--- config.mk ---
export PLATFORM = sky130hd
export DESIGN_NAME = ps2_mouse_cursor_tracker
export DESIGN_NICKNAME = d
export VERILOG_FILES = /design/src/rtl/core/mct_pkg.sv /design/src/rtl/core/mct_packet_asm.sv /design/src/rtl/core/mct_cursor_update.sv /design/src/rtl/core/ps2_mouse_cursor_tracker.sv
export SDC_FILE = /design/constraint.sdc
export NUM_CORES = 1
export LEC_CHECK = 0
export CAP_MARGIN = 30
export CORE_ASPECT_RATIO = 1.75
export CORE_MARGIN = 5
export CORE_UTILIZATION = 65
export DETAILED_ROUTE_END_ITERATION = 10
export DONT_BUFFER_PORTS = 1
export PLACE_DENSITY = 0.81
export SYNTH_ARGS = -nofsm -noshare
export SYNTH_HDL_FRONTEND = slang
export SYNTH_SLANG_ARGS = --single-unit
--- constraint.sdc ---
create_clock -name aclk -period 11.15 [get_ports aclk]
set_input_delay 1.6725 -clock aclk [delete_from_list [all_inputs] [get_ports aclk]]
set_output_delay 1.6725 -clock aclk [all_outputs]
set_load 0.03 [all_outputs]
--- src/rtl/core/mct_pkg.sv ---
package mct_pkg;

    localparam int BYTE_W         = 8;
    localparam int CFG_W          = 13;
    localparam int COORD_BITS_DEF = 13;
    localparam int CURSOR_SIZE    = 6;

    localparam logic [CFG_W-1:0] SCREEN_W_RST = 13'd1024;
    localparam logic [CFG_W-1:0] SCREEN_H_RST = 13'd768;
    localparam int POS_X_RST = 512;
    localparam int POS_Y_RST = 384;

    // header bits carrying the delta signs
    localparam int X_SIGN_BIT = 4;
    localparam int Y_SIGN_BIT = 5;

    typedef enum logic [0:0] {
        REG_SCREEN_W = 1'b0,
        REG_SCREEN_H = 1'b1
    } cfg_idx_t;

    typedef enum logic [1:0] {
        BYTE_HDR = 2'd0,
        BYTE_X   = 2'd1,
        BYTE_Y   = 2'd2
    } byte_pos_t;

    // complete packet leaving the assembler this cycle
    typedef struct packed {
        logic              valid;
        logic [BYTE_W-1:0] header;
        logic [BYTE_W-1:0] x_byte;
        logic [BYTE_W-1:0] y_byte;
    } pkt_t;

endpackage

--- src/rtl/core/mct_packet_asm.sv ---
module mct_packet_asm (
    input  logic                       aclk,
    input  logic                       aresetn,
    input  logic                       in_valid,
    input  logic [mct_pkg::BYTE_W-1:0] in_data,
    input  logic                       in_mouse,
    output logic                       in_ready,
    input  logic                       hold,
    output mct_pkg::pkt_t              pkt
);

    logic                       valid_reg, valid_next;
    logic [mct_pkg::BYTE_W-1:0] byte_reg;
    logic                       mouse_reg;
    mct_pkg::byte_pos_t         idx_reg, idx_next;
    logic [mct_pkg::BYTE_W-1:0] hdr_reg, hdr_next;
    logic [mct_pkg::BYTE_W-1:0] xb_reg, xb_next;
    logic                       is_last;
    logic                       advance;
    logic                       take;

    always_comb begin
        is_last  = mouse_reg && (idx_reg == mct_pkg::BYTE_Y);
        // a completing byte waits while the result register is still occupied
        advance  = valid_reg && !(is_last && hold);
        in_ready = !valid_reg || advance;
        take     = in_valid && in_ready;

        pkt.valid  = advance && is_last;
        pkt.header = hdr_reg;
        pkt.x_byte = xb_reg;
        pkt.y_byte = byte_reg;

        idx_next = idx_reg;
        hdr_next = hdr_reg;
        xb_next  = xb_reg;
        if (advance && mouse_reg) begin
            case (idx_reg)
                mct_pkg::BYTE_HDR: begin
                    hdr_next = byte_reg;
                    idx_next = mct_pkg::BYTE_X;
                end
                mct_pkg::BYTE_X: begin
                    xb_next  = byte_reg;
                    idx_next = mct_pkg::BYTE_Y;
                end
                default: begin
                    idx_next = mct_pkg::BYTE_HDR;
                end
            endcase
        end

        if (take) begin
            valid_next = 1'b1;
        end else if (advance) begin
            valid_next = 1'b0;
        end else begin
            valid_next = valid_reg;
        end
    end

    always_ff @(posedge aclk) begin
        if (!aresetn) begin
            valid_reg <= 1'b0;
            idx_reg   <= mct_pkg::BYTE_HDR;
        end else begin
            valid_reg <= valid_next;
            idx_reg   <= idx_next;
        end
        hdr_reg <= hdr_next;
        xb_reg  <= xb_next;
        if (take) begin
            byte_reg  <= in_data;
            mouse_reg <= in_mouse;
        end
    end

endmodule

--- src/rtl/core/mct_cursor_update.sv ---
module mct_cursor_update #(
    parameter int COORD_BITS = mct_pkg::COORD_BITS_DEF
) (
    input  logic                      aclk,
    input  logic                      aresetn,
    input  mct_pkg::pkt_t             pkt,
    input  logic                      cfg_we,
    input  logic                      cfg_index,
    input  logic [mct_pkg::CFG_W-1:0] cfg_data,
    input  logic                      m_ready,
    output logic                      m_valid,
    output logic [COORD_BITS-1:0]     cursor_x,
    output logic [COORD_BITS-1:0]     cursor_y,
    output logic                      hold
);

    localparam int SW = ((COORD_BITS > mct_pkg::CFG_W) ? COORD_BITS : mct_pkg::CFG_W) + 2;
    localparam int MASK_BITS = (COORD_BITS < mct_pkg::CFG_W) ? COORD_BITS : mct_pkg::CFG_W;
    localparam logic [mct_pkg::CFG_W-1:0] SIZE_MASK =
        mct_pkg::CFG_W'((33'd1 << MASK_BITS) - 33'd1);

    logic [mct_pkg::CFG_W-1:0] width_reg, height_reg;
    logic [COORD_BITS-1:0]     pos_x_reg, pos_x_next;
    logic [COORD_BITS-1:0]     pos_y_reg, pos_y_next;
    logic                      m_valid_reg, m_valid_next;
    logic signed [8:0]         dx9, dy9;
    logic signed [SW-1:0]      vx, vy;

    function automatic logic [COORD_BITS-1:0] clamp_coord(
        input logic signed [SW-1:0]      v,
        input logic [mct_pkg::CFG_W-1:0] size
    );
        logic signed [SW-1:0] lim;
        logic signed [SW-1:0] r;
        lim = $signed(SW'(size & SIZE_MASK)) - $signed(SW'(mct_pkg::CURSOR_SIZE));
        if (lim < 0) begin
            lim = '0;
        end
        r = v;
        if (r < 0) begin
            r = '0;
        end
        if (r >= lim) begin
            r = lim;
        end
        return r[COORD_BITS-1:0];
    endfunction

    always_comb begin
        // 9-bit two's complement: sign from the header, low bits from the data byte
        dx9 = $signed({pkt.header[mct_pkg::X_SIGN_BIT], pkt.x_byte});
        dy9 = $signed({pkt.header[mct_pkg::Y_SIGN_BIT], pkt.y_byte});
        vx  = $signed(SW'(pos_x_reg)) + SW'(dx9);
        vy  = $signed(SW'(pos_y_reg)) - SW'(dy9);

        hold = m_valid_reg && !m_ready;

        pos_x_next   = pos_x_reg;
        pos_y_next   = pos_y_reg;
        m_valid_next = m_valid_reg;
        if (pkt.valid) begin
            pos_x_next   = clamp_coord(vx, width_reg);
            pos_y_next   = clamp_coord(vy, height_reg);
            m_valid_next = 1'b1;
        end else if (m_ready) begin
            m_valid_next = 1'b0;
        end
    end

    always_ff @(posedge aclk) begin
        if (!aresetn) begin
            width_reg   <= mct_pkg::SCREEN_W_RST;
            height_reg  <= mct_pkg::SCREEN_H_RST;
            pos_x_reg   <= COORD_BITS'(mct_pkg::POS_X_RST);
            pos_y_reg   <= COORD_BITS'(mct_pkg::POS_Y_RST);
            m_valid_reg <= 1'b0;
        end else begin
            if (cfg_we && (cfg_index == mct_pkg::REG_SCREEN_W)) begin
                width_reg <= cfg_data;
            end
            if (cfg_we && (cfg_index == mct_pkg::REG_SCREEN_H)) begin
                height_reg <= cfg_data;
            end
            pos_x_reg   <= pos_x_next;
            pos_y_reg   <= pos_y_next;
            m_valid_reg <= m_valid_next;
        end
    end

    // position register doubles as the result register
    assign m_valid  = m_valid_reg;
    assign cursor_x = pos_x_reg;
    assign cursor_y = pos_y_reg;

    a_no_overwrite: assert property (@(posedge aclk) disable iff (!aresetn)
        !(pkt.valid && hold))
        else $error("packet completed while result still pending");

    a_result_follows: assert property (@(posedge aclk) disable iff (!aresetn)
        pkt.valid |=> m_valid_reg)
        else $error("completed packet produced no result");

    a_pos_hold: assert property (@(posedge aclk) disable iff (!aresetn)
        !pkt.valid |=> $stable(pos_x_reg) && $stable(pos_y_reg))
        else $error("cursor moved without a packet");

    a_reset_idle: assert property (@(posedge aclk)
        !aresetn |=> !m_valid_reg)
        else $error("result pending after reset");

endmodule

--- src/rtl/core/ps2_mouse_cursor_tracker.sv ---
// Cursor tracker for a PS/2 mouse: accepts one controller byte per cycle
// (s_from_mouse low drops the byte), groups mouse bytes into 3-byte
// packets, and after each third byte outputs the cursor moved by the 9-bit
// X delta and opposite to the Y delta, clamped to 0..screen size - 6.
// One request per clock is sustained unless input stalls; the last byte of
// a packet passes the byte register, then the position/result register.
// Input stalls only when a packet completes while the previous result has
// not been taken. Screen size is set through cfg (index 0 width, 1 height);
// the user writes it only while the block is idle (not enforced).
module ps2_mouse_cursor_tracker #(
    parameter int COORD_BITS = mct_pkg::COORD_BITS_DEF
) (
    input  logic                       aclk,
    input  logic                       aresetn,
    input  logic                       s_valid,
    output logic                       s_ready,
    input  logic [mct_pkg::BYTE_W-1:0] s_data_byte,
    input  logic                       s_from_mouse,
    output logic                       m_valid,
    input  logic                       m_ready,
    output logic [COORD_BITS-1:0]      m_cursor_x,
    output logic [COORD_BITS-1:0]      m_cursor_y,
    input  logic                       cfg_we,
    input  logic                       cfg_index,
    input  logic [mct_pkg::CFG_W-1:0]  cfg_data
);

    mct_pkg::pkt_t pkt;
    logic          hold;

    mct_packet_asm u_asm (
        .aclk     (aclk),
        .aresetn  (aresetn),
        .in_valid (s_valid),
        .in_data  (s_data_byte),
        .in_mouse (s_from_mouse),
        .in_ready (s_ready),
        .hold     (hold),
        .pkt      (pkt)
    );

    mct_cursor_update #(
        .COORD_BITS (COORD_BITS)
    ) u_cursor (
        .aclk      (aclk),
        .aresetn   (aresetn),
        .pkt       (pkt),
        .cfg_we    (cfg_we),
        .cfg_index (cfg_index),
        .cfg_data  (cfg_data),
        .m_ready   (m_ready),
        .m_valid   (m_valid),
        .cursor_x  (m_cursor_x),
        .cursor_y  (m_cursor_y),
        .hold      (hold)
    );

endmodule
==> run summary, run 1 <==
cell area after layout: 0.00606 sq mm
hold depth: 2
Leak: 2.48 nW
worst-path fanout max: 14
crit path DAT: 5.30 ns
DRT iter0 DRCs: 378
Slowest-stage cell, CP: xnor2_1
post-CTS setup buffer count: 0
CTS Sinks: 75
Ys Warns: 0
Syn Std Cell Area: 0.00566 sq mm
Final Skew: 0.00671 ns
Syn Area/Cell: 8.11 sq um
most numerous cell in the Yosys netlist: nand2_1
RSZ-0062 raised after global routing: false
die area: 0.0108 sq mm
post-route ant nets: 0
WS Path Type: reg -> reg
Max H-tree Level: 3
slowest stage delay, CP: 0.59 ns
flip-flop and latch count after synthesis: 75
Total Routing Usage GR: 31.0%
clock buffer depth: 2
GRT overflow: 0
max_cap viols: 0
Mapped Nets: 780
Final period util: 45.5%
post-DP HPWL: 12700 um
core box area: 0.00861 sq mm
Max Slew Vio Count: 0
Final TNS setup: 0 ns
Final Worst Setup Slack: 6.08 ns
TritonCTS clock tree: yes
via count: 5274
hold slack: 0.453 ns
die width: 80.6 um
Main synth FF type: dfxtp_1
Post-synth EDFFs: 19
Ant. Diodes: 0
post-synthesis async set-or-reset flop share: 0%
final net count: 775
post-synthesis sequential area ratio: 29.9%
Peak VDD IR: 0.0851 mV
critical path launch point type: register
Synth area leader: dfxtp_1
Area growth syn-to-layout: 6.96%
status: complete, no violations
I/O pins: 56
initial antenna violation count: 0
Fmax: 0.197 GHz
Worst-Margin Slew: 0.744 ns
minimum clock period: 5.07 ns
CP Capture Type: register
Yosys top cell area share: 19.8%
Num CTS Buffers: 9
ranking of synthesized cells by area: dfxtp_1 20%, ha_1 11%, edfxtp_1 10%, nand2_1 6.4%, a21oi_1 6.1%
routability cong.: 0.964
Buffers & Inverters on Critical Path: 1
largest net degree at the start of global routing: 31
HP Class: reg -> reg
IO buf count: 0
clk_lat worst skew: 0.34 ns
Pre-Repair DR Iteration Count: 9
Initial Utilization: 65.8%
Levels on crit path: 17
DR DRC count: 0
post-CTS sizing: 0
WL final: 16300 um
Power Total: 723 uW
P per Cell Area: 119 mW/mm^2
commonest cells in the synthesized netlist: 96 x nand2_1, 69 x a21oi_1, 56 x dfxtp_1
Max-Slew Margin vs Limit: 50.3%
Synth cell types: 82
chip height: 133 um
first-pass GRT wire length: 25400 um
share of layout cells above drive strength 1: 7.02%
Crit path max-delay family: compound AO/OA/AOI/OAI gates
cells along the critical path: inv_1 > ha_1 > a21oi_1 > a31oi_1 > o21ai_2 > nand3_1 > xnor2_1 > nor2_1 > ha_1 > nand2_1 > or2_2 > or2_2 > o32ai_1 > a21oi_2 > o2111ai_2 > nor4_1 > a2111oi_1
Rows: 45
CTS root buffer: clkbuf_16
Hold Vio Cnt, Final: 0
Placed Area: 0.00577 sq mm
DR WL/cell: 20.0 um
Via density: 6.47
clock slew at reported path FFs: 0.06 ns
Cells after Synth: 698
final number of setup-violating endpoints: 0
vias in the first global route: 5223
cts hold-fix bufs: 0
worst endpoint required time: 11.38 ns
Worst Reg2Reg Path Length in Cells: 17
dpl ws: 6.17 ns
==> per-stage QoR <==
step / util (%) / std cells
6_report: 70.3 / 815
5_1_grt: 70.3 / 815
4_1_cts: 70.3 / 815
3_5_place_dp: 67.0 / 799
3_3_place_gp: 66.6 / 797
2_1_floorplan: - / 698
==> where the power goes <==
group	leakage, nW	internal, mW	total (mW)	switching (mW)
Combinational	1.70	0.0514	0.135	0.0840
Sequential	0.633	0.288	0.298	0.0100
Clock	0.146	0.172	0.290	0.118
Total	2.48	0.511	0.723	0.212
==> layer usage <==
layer	GRT usage, %	part of all wire (%)	vias up
met5	0	0	-
met4	21.6	7.2	0
met3	6.09	5.3	79
met1	28.9	33	2441
li1	-	-	2552
met2	57.7	54	202
==> worst paths after layout <==
check	start	endpoint	slack, ns
setup / recovery	u_asm.hdr_reg[5]	u_cursor.cursor_y[12]	6.08
hold / removal	u_cursor.width_reg[0]	u_cursor.width_reg[0]	0.45
setup reg to reg	u_asm.hdr_reg[5]	u_cursor.cursor_y[12]	6.08
hold reg to reg	u_cursor.width_reg[0]	u_cursor.width_reg[0]	0.45
==> cell usage in the layout (no fill, tap or decap), drive strengths merged, types with 3 or more instances in the layout <==
master    n
nor2     56
ha       52
a21o     16
xor2     11
xnor2    17
and3     11
and2     12
nor3     25
nor4     12
inv      25
edfxtp   19
or2       9
clkbuf   10
nand2b   10
a211oi   10
a31oi    13
o31ai     5
dfxtp    56
nand4     5
o21bai    4
nand3    25
nand3b    3
a21oi    71
a2111oi   4
mux2i    11
buf       4
nor2b     7
o21ai    34
nand2    98
clkinv    5
o21a      6
or3       4
o211ai    7
==> layout make-up <==
type,count,area (sq um)
clock buffers,10,229
multi-input cells,578,3790
clock inverters,6,56.3
inverters,25,93.8
fillers,692,2560
flip-flops and latches,75,1690
repair buffers,4,47.5
well taps,117,146
==> worst reg2reg max path, cell delays in order (launching register included) <==
cell	delay, ns
edfxtp_1	0.46
inv_1	0.34
ha_1	0.37
a21oi_1	0.25
a31oi_1	0.21
o21ai_2	0.27
nand3_1	0.15
xnor2_1	0.59
nor2_1	0.17
ha_1	0.35
nand2_1	0.11
or2_2	0.32
or2_2	0.28
o32ai_1	0.28
a21oi_2	0.09
o2111ai_2	0.26
nor4_1	0.12
a2111oi_1	0.34
==> cells by family after synthesis <==
logic type	synth area share (%)
AOI/OAI and AO/OA	23.1
xor gates and xnor gates	4.33
adders and majority gates	12.2
buffers and inverters	3.20
DFF	29.9
muxes	1.94
and+or+nand+nor	25.4
No activity file was read; power rests on OpenSTA's default activity.
==> run 2, diff against run 1 <==
--- a/config.mk
+++ b/config.mk
@@ -8,10 +8,10 @@
 export CAP_MARGIN = 30
 export CORE_ASPECT_RATIO = 1.75
 export CORE_MARGIN = 5
-export CORE_UTILIZATION = 65
+export CORE_UTILIZATION = 59
 export DETAILED_ROUTE_END_ITERATION = 10
 export DONT_BUFFER_PORTS = 1
-export PLACE_DENSITY = 0.81
+export PLACE_DENSITY = 0.78
 export SYNTH_ARGS = -nofsm -noshare
 export SYNTH_HDL_FRONTEND = slang
 export SYNTH_SLANG_ARGS = --single-unit
==> constraint.sdc (replaced) <==
create_clock -name aclk -period 4.4 [get_ports aclk]
set_input_delay 0.66 -clock aclk [delete_from_list [all_inputs] [get_ports aclk]]
set_output_delay 0.66 -clock aclk [all_outputs]
set_load 0.03 [all_outputs]
==> run 2 against run 1 <==
First-iteration DRC count rose by 13%; final cell count rose by 8.0%; final area rose by 12%; wire length rose by 12%; sequential power rose to 2.5 times the previous value; register-to-register slack got worse by 6.1 ns; fmax rose by 16%; die area rose by 9.1%; clock-buffer cell count rose by 3.
==> run summary, run 2 (synthesis results as in run 1) <==
core box area: 0.00941 sq mm (+9.2%)
WL final: 18200 um (+12%)
Total Routing Usage GR: 29.8% (-1.2 points)
final net count: 835 (+7.7%)
largest net degree at the start of global routing: 35 (+13%)
FF/Latch Area: 0.00169 sq mm (about the same)
P per Cell Area: 288 mW/mm^2 (+140%)
Initial Utilization: 60.2% (-5.6 points)
status: complete, no violations
die width: 84.1 um (+4.3%)
DR WL/cell: 20.7 um (+3.4%)
WS Path Type: reg -> reg
Via density: 6.45 (-0.31%)
clock buffer depth: 2 (unchanged)
minimum clock period: 4.39 ns (-0.682 ns)
die area: 0.0117 sq mm (+9.1%)
Peak VDD IR: 0.194 mV (+130%)
Final period util: 99.8% (+54 points)
Power Total: 1.96 mW (+170%)
Max-Slew Margin vs Limit: 48.0% (-2.2 points)
CP Capture Type: register
switch share: 28.8% (-0.54 points)
post-route ant nets: 0 (unchanged)
crit path DAT: 4.59 ns (-0.71 ns)
critical path launch point type: register
vias in the first global route: 5652 (+8.2%)
Hold Vio Cnt, Final: 0 (unchanged)
Worst-Margin Slew: 0.778 ns (+0.0337 ns)
DR DRC count: 0 (unchanged)
GRT overflow: 0 (unchanged)
CTS Sinks: 75 (unchanged)
Leak: 2.80 nW (+13%)
HP Class: in -> reg
Layout Cells excl Fill: 880 (+8.0%)
clk_lat worst skew: 0.34 ns (about the same)
Final Skew: 0.00467 ns (-0.00204 ns)
most common cell after layout, fill and taps aside: nand2_1
Max Slew Vio Count: 0 (unchanged)
Pre-Repair DR Iteration Count: 5 (-4)
dpl ws: -0.0390 ns (-6.21 ns)
TritonCTS clock tree: yes
Fmax: 0.228 GHz (+16%)
max_cap viols: 0 (unchanged)
initial antenna violation count: 0 (unchanged)
worst endpoint required time: 4.60 ns (-6.78 ns)
share of layout cells above drive strength 1: 19.1% (+12 points)
DRT iter0 DRCs: 428 (+13%)
via count: 5677 (+7.6%)
commonest non-fill, non-tap cells in the layout: 95 x nand2_1, 66 x a21oi_1, 62 x buf_4
Clock power frac: 40.3% (+0.2 points)
Final Worst Setup Slack: 0.00804 ns (-6.07 ns)
first-pass GRT wire length: 27500 um (+8.2%)
Max H-tree Level: 3 (unchanged)
worst-path fanout max: 8 (-6)
Internal Power: 1.40 mW (+170%)
chip height: 140 um (+4.6%)
I/O pins: 56 (unchanged)
Psw: 563 uW (+170%)
placed cell count: 856 (+7.1%)
Comb pwr share: 21.3% (+2.6 points)
Fill cells: 729 (+5.3%)
CTS root buffer: clkbuf_16
clock slew at reported path FFs: 0.06 ns (about the same)
multi-input logic area: 0.00404 sq mm (+6.4%)
Area growth syn-to-layout: 19.8%
sequential power share: 38.5% (-2.7 points)
final number of setup-violating endpoints: 0 (unchanged)
Num CTS Buffers: 9 (unchanged)
Rows: 47 (+4.4%)
cell area after layout: 0.00679 sq mm (+12%)
routability cong.: 1.00 (+3.8%)
post-DP HPWL: 13600 um (+7.5%)
Placed Area: 0.00615 sq mm (+6.6%)
hold slack: 0.398 ns (-0.0555 ns)
Ant. Diodes: 0 (unchanged)
IO buf count: 0 (unchanged)
## run 2: stage by stage
step                      utilization (%)  TNS (ns)
after floorplan                         -         0
after global placement               65.3         0
after detailed placement             65.4   -0.0451
after CTS                            68.8         0
after global routing                 72.1    -0.934
final                                72.1         0
## run 2: power groups by stage
stage	clock (mW)	combinational (mW)	sequential (mW)
floorplan	0	0.270	0.761
global placement	0	0.347	0.765
detailed placement	0	0.360	0.767
CTS	0.788	0.365	0.752
global route	0.819	0.455	0.755
finish	0.788	0.417	0.753
## run 2: final timing paths
check | start | endpoint | depth (start not counted) | slack, ns
max | u_asm.byte_reg[0] | u_cursor.cursor_y[6] | 21 | 0.008
min | aresetn | u_cursor.width_reg[10] | 1 | 0.40
max reg2reg | u_asm.byte_reg[0] | u_cursor.cursor_y[6] | 21 | 0.008
min reg2reg | u_cursor.width_reg[0] | u_cursor.width_reg[0] | 2 | 0.45
## run 2: cell type report
cell class	instances	share of cell area (%)
Timing Repair Buffer	64	7.32
Clock inverter	3	0.645
Inverter	25	1.38
Tap cell	122	2.25
Sequential cell	75	24.9
Multi-Input combinational cell	578	59.5
Clock buffer	13	4.00
## run 2: repair_timing
| action | in CTS | in global routing |
|---|---|---|
| gates resized for setup | 2 | 46 |
| gates cloned | 0 | 0 |
| hold buffers | 0 | 0 |
| endpoints found under the setup margin | 3 | 25 |
| pin swaps | 0 | 23 |
| setup buffers | 0 | 8 |
## run 2: critical path, cell delays in order, from the launching register on
cell and delay, ns:
edfxtp_1 0.46, ha_4 0.21, fa_2 0.42, nor2b_4 0.15, o31a_1 0.22, or2_4 0.17, a21oi_4 0.06, o21bai_1 0.16
a21oi_1 0.09, xnor2_1 0.22, and2_4 0.19, ha_4 0.19, a21o_1 0.18, a21oi_2 0.13, or2_4 0.13, or2_4 0.10
o32ai_2 0.08, a21oi_2 0.20, o2111ai_4 0.22, buf_6 0.22, o21ai_0 0.29, o211ai_1 0.16
## run 2: routing by layer
| layer | part of all wire, % | GRT usage, % |
|---|---|---|
| met1 | 33 | 27.5 |
| met2 | 54 | 55.7 |
| met3 | 5.1 | 5.38 |
| met4 | 7.5 | 23.1 |
| met5 | 0 | 0 |
